<file path="src/rtl/edt_ram.sv">
`timescale 1ns / 1ps

module edt_ram #(
   parameter int DEPTH = 2,
   parameter int AW    = 1,
   parameter int DW    = 8
) (
   input  logic          clock,
   input  logic          we,
   input  logic [AW-1:0] waddr,
   input  logic [DW-1:0] wdata,
   input  logic [AW-1:0] raddr,
   output logic [DW-1:0] rdata
);

   logic [DW-1:0] mem [DEPTH];
   logic [DW-1:0] rdata_ff;

   always_ff @(posedge clock) begin
      if (we) begin
         mem[waddr] <= wdata;
      end
      rdata_ff <= mem[raddr];
   end

   assign rdata = rdata_ff;

endmodule

</file>
<file path="config.mk">
export PLATFORM = sky130hd
export DESIGN_NAME = edt_ram
export DESIGN_NICKNAME = d
export VERILOG_FILES = /design/src/rtl/edt_ram.sv
export SDC_FILE = /design/constraint.sdc
export NUM_CORES = 1
export LEC_CHECK = 0
export ABC_AREA = 1
export BUFFER_PORTS_ARGS = -buffer_cell sky130_fd_sc_hd__clkbuf_2
export CELL_PAD_IN_SITES_DETAIL_PLACEMENT = 1
export CELL_PAD_IN_SITES_GLOBAL_PLACEMENT = 1
export CORE_MARGIN = 2
export CORE_UTILIZATION = 39
export CTS_BUF_LIST = sky130_fd_sc_hd__clkbuf_8 sky130_fd_sc_hd__clkbuf_16
export DETAILED_ROUTE_END_ITERATION = 8
export GPL_TIMING_DRIVEN = 0
export PLACE_DENSITY = 0.79
export SYNTH_ARGS = -nofsm -noshare
export SYNTH_HDL_FRONTEND = slang
export SYNTH_SLANG_ARGS = --single-unit
</file>
<file path="constraint.sdc">
create_clock -name clock -period 1.5 [get_ports clock]
set_clock_uncertainty 0.15 [all_clocks]
set_input_delay 0.3 -clock clock [delete_from_list [all_inputs] [get_ports clock]]
set_output_delay 0.3 -clock clock [all_outputs]
set_load 0.05 [all_outputs]
</file>
Word-level counts from Yosys, hierarchy flattened
Memory sizes are Yosys's and may differ from the RTL's. A register that Yosys moved wholly into a read port is not among the register bits.
Index checks and enable logic that the tools add are counted.
{"block": "op_classes", "n_mux": 2}
{"operator": "1-bit two-way mux", "n": 2}
{"block": "word_totals", "ff_bits": 0, "ram_bits": 16, "in_bits": 12, "output_inout_bits": 8, "word_cells": 3, "memories": 1}
{"memory": "mem", "depth": 2, "width": 8, "rd": 1, "rd_clocked_by_memory_dff": 1, "write_ports": 1, "line_no": "16", "text": "logic [DW-1:0] mem [DEPTH];"}

Logic depth before layout (Yosys ltp)
{"block": "logic_depth", "depth_word": 2, "ltp_mapped": 4, "depth_no_buf": 3}

Least setup slack after synthesis
No wires, ideal clock.
{"block": "synth_timing", "path_type": "input to register", "start": "input we", "end": "memory mem[0][0] (enable)", "setup_time_ps": 371, "t_arrival_ps": 689, "setup_slack_ps": 290, "cell_stages": 2, "path_buffers": 0, "path_cell_list": "inv_1 > nor2_1"}
{"block": "synth_via", "elab_chain_cells": 2}
{"item": "from (decl)", "line_no": "9", "text": "input logic we,"}
{"item": "1-bit two-way mux", "line_no": "20", "text": "if (we) begin"}
{"item": "1-bit two-way mux (not written as such)", "line_no": "21", "text": "mem[waddr] <= wdata;"}
{"item": "to (decl)", "line_no": "16"}
Every way passes these cells.

Worst setup path after layout
{"block": "layout_timing", "start": "register rdata_ff[4] (netlist: rdata[4]), read port of mem", "end": "output rdata[4]"}
{"item": "from (decl)", "line_no": "17", "text": "logic [DW-1:0] rdata_ff;"}
{"item": "to (decl)", "line_no": "13", "text": "output logic [DW-1:0] rdata"}
No word-level cell between the ends.

==> summary.md <==
| Metric | Value |
|---|---|
| Outcome | finished, final reports clean |
| Syn Std Cell Area | 761 µm² |
| CTS tree | done |
| DRT Pass-1 Iters | 4 |
| Peak supply drop | 0.000720 V |
| Internal Power | 1.02 mW |
| Final period util | 0.861 |
| Layout cells sized above 1 | 0.316 |
| First-pass GRT wire length | 1.77 mm |
| YS warnings | 0 |
| Initial antenna violation count | 0 |
| DRC Markers | 0 |
| Worst path max stage delay | 320 ps |
| Tightest hold margin | between 70 and 80 ps |
| CTS root buffer | clkbuf_8 |
| CP Launch Type | flip-flop |
| Largest net degree at the start of global routing | 14 |
| Routed WL | 1.05 mm |
| Relative slew slack | 0.563 |
| DP Worst Slack | a little under 5 ps |
| Reg2reg start | mem[0][7]$_DFFE_PP_ |
| CP max stage cell | dfxtp_1 |
| Hold_buf cts | 0 |
| Postcts setup bufs | 0 |
| Critical path peak fanout | 1 |
| Ant. Diodes | 0 |
| # resized after CTS | 0 |
| Clock sinks | 24 |
| Synth cell types | 7 |
| Switch share | 0.228 |
| Simple-gate share of the synthesized area | 0.128 |
| Port-buffer cells | 18 |
| CP Capture Type | output pin |
| Leak | approximately 0.42 nW |
| Starting density of the core | 0.427 |
| Multiplexer area fraction after synthesis | 0 |
| Yosys top cell area share | 0.632 |
| CP required | 1050 ps |
| Buf/Inv on CP | 1 |
| Fin. Hold Viols | 0 |
| Max Cap Viol | 0 |
| Power Density | ~1400 nW/µm² |
| Critical path class | flip-flop to output pin |
| Total Power | 1.33 mW |
| Vias in the first global route | 423 |
| Nets | 89 |
| Remaining global-route overflow | 0 |
| Die area | ~2300 µm² |
| Clk slew on worst S/H paths | approximately 80 ps |
| Max Slew Vio Count | 0 |
| Synth Area in Compound Gates | 0 |
| Sequential Power Share | 0.578 |
| Logic pwr share | 0.105 |
| RSZ-0062 raised after global routing | no |
| Post-Syn Nets | 66 |
| Largest family of logic cells by synthesized area | simple AND/OR/NAND/NOR gates |
| Crit path DAT | 840 ps |
| Placer Congestion | 0.645 |
| Clock Latency Late Sink | 260 ps |
| Yosys reg bits | 24 |
| Fin worst setup slack | 208 ps |
| Worst hold path type | input pin to flip-flop |
| Core area | 1780 µm² |
| Die height | ~48 µm |
| Area leader, netlist | edfxtp_1 |
| Switching power | about 0.30 mW |
| Ports | 20 |
| Post-synthesis average cell area | 14.1 µm² |
| Mean routed wirelength per cell | about 10 µm |
| Post-synthesis xor/xnor area fraction | 0 |
| Clock power share | 0.317 |
| Setup violators final | 0 |
| Adder-cell share of the synthesized area | 0 |
| Setup TNS | 0 ps |
| Die width | 48.2 µm |
| Worst min-delay path startpoint | wdata[4] |
| Peak Freq | just under 0.8 GHz |
| Final ANT Viol Nets | 0 |
| Most frequent cells in the layout | nand2_1, clkbuf_2, edfxtp_1 |
| Via count | roughly 440 |
| Synthesis-to-finish area growth | 23.2% |
| Register area share after synthesis | 0.842 |
| Cells after Synth | 54 |
| CP Cell Sequence | clkbuf_2 |
| CP Launch Point | rdata[4]$_DFF_P_ |
| Row cnt | 15 |
| H-Tree Depth | 1 |
| CP delay by family, top | flip-flops |
| Final Util | 0.526 |
| Deepest clock path buffer count | 2 |
| GRT Util Overall | 0.125 |
| Most common cell after layout, fill and taps aside | nand2_1 |
| Minimum clock period | around 1300 ps |
| Number of vias per cell | 4.39 |
| Initial DRC count | 2 |
| Slew @ Worst Pin | 653 ps |
| Top post-synthesis cells by area | edfxtp_1, dfxtp_1, nand2_1 |
| CTS buffer count | 3 |
==> cells by family (layout without fill, tap and decap cells) <==
| group | after synthesis | count (layout) |
|---|---|---|
| simple gates | 26 | 26 |
| flops | 24 | 24 |
| buf+inv | 4 | 26 |
==> power by group through the flow <==
stage / logic [mW] / registers (mW) / clock network [mW]
finish: 0.139 / 0.768 / 0.421
global route: 0.153 / 0.773 / 0.465
CTS: 0.141 / 0.768 / 0.440
detailed placement: 0.141 / 0.784 / 0
global placement: 0.138 / 0.781 / 0
floorplan: 0.0306 / 0.850 / 0
==> layout make-up <==
type / count / area [µm²]
plain buffers: 1 / 11.3
clock buffers: 4 / 55.1
fillers: 196 / 846
inverters: 3 / 11.3
multi-input cells: 26 / 97.6
flip-flops and latches: 24 / 641
well taps: 25 / 31.3
repair buffers: 18 / 90.1
==> layer usage <==
metal	wire, µm	vias to the layer above	part of all wire	GRT usage
met1	390	211	0.37	0.120
li1	-	218	-	-
met4	10	0	0.0095	0.0811
met2	599	12	0.57	0.208
met3	51	2	0.048	0.0667
met5	0	-	0	0
==> cell usage after synthesis <==
cell type	count
nand2_1	25
edfxtp_1	16
dfxtp_1	8
inv_1	2
buf_6	1
inv_2	1
nor2_1	1
==> flip-flops by register name, indices dropped and copies added (netlist names) <==
| register | cells |
|---|---|
| rdata | 8 |
| mem | 16 |
==> worst paths after layout <==
path / end / slack, ps / cells past startpoint
max: rdata[4] / 210 / 1
max reg2reg: rdata[7]$_DFF_P_ / 750 / 2
min reg2reg: rdata[6]$_DFF_P_ / 290 / 2
min: mem[0][4]$_DFFE_PP_ / 80 / 1
==> through the flow <==
stage / std cells / area [µm²]
final: 101 / 937
after detailed placement: 97 / 882
after global routing: 101 / 937
after floorplan: 54 / 761
after global placement: 97 / 882
after CTS: 101 / 937
Power figures use the tool's default switching activity.
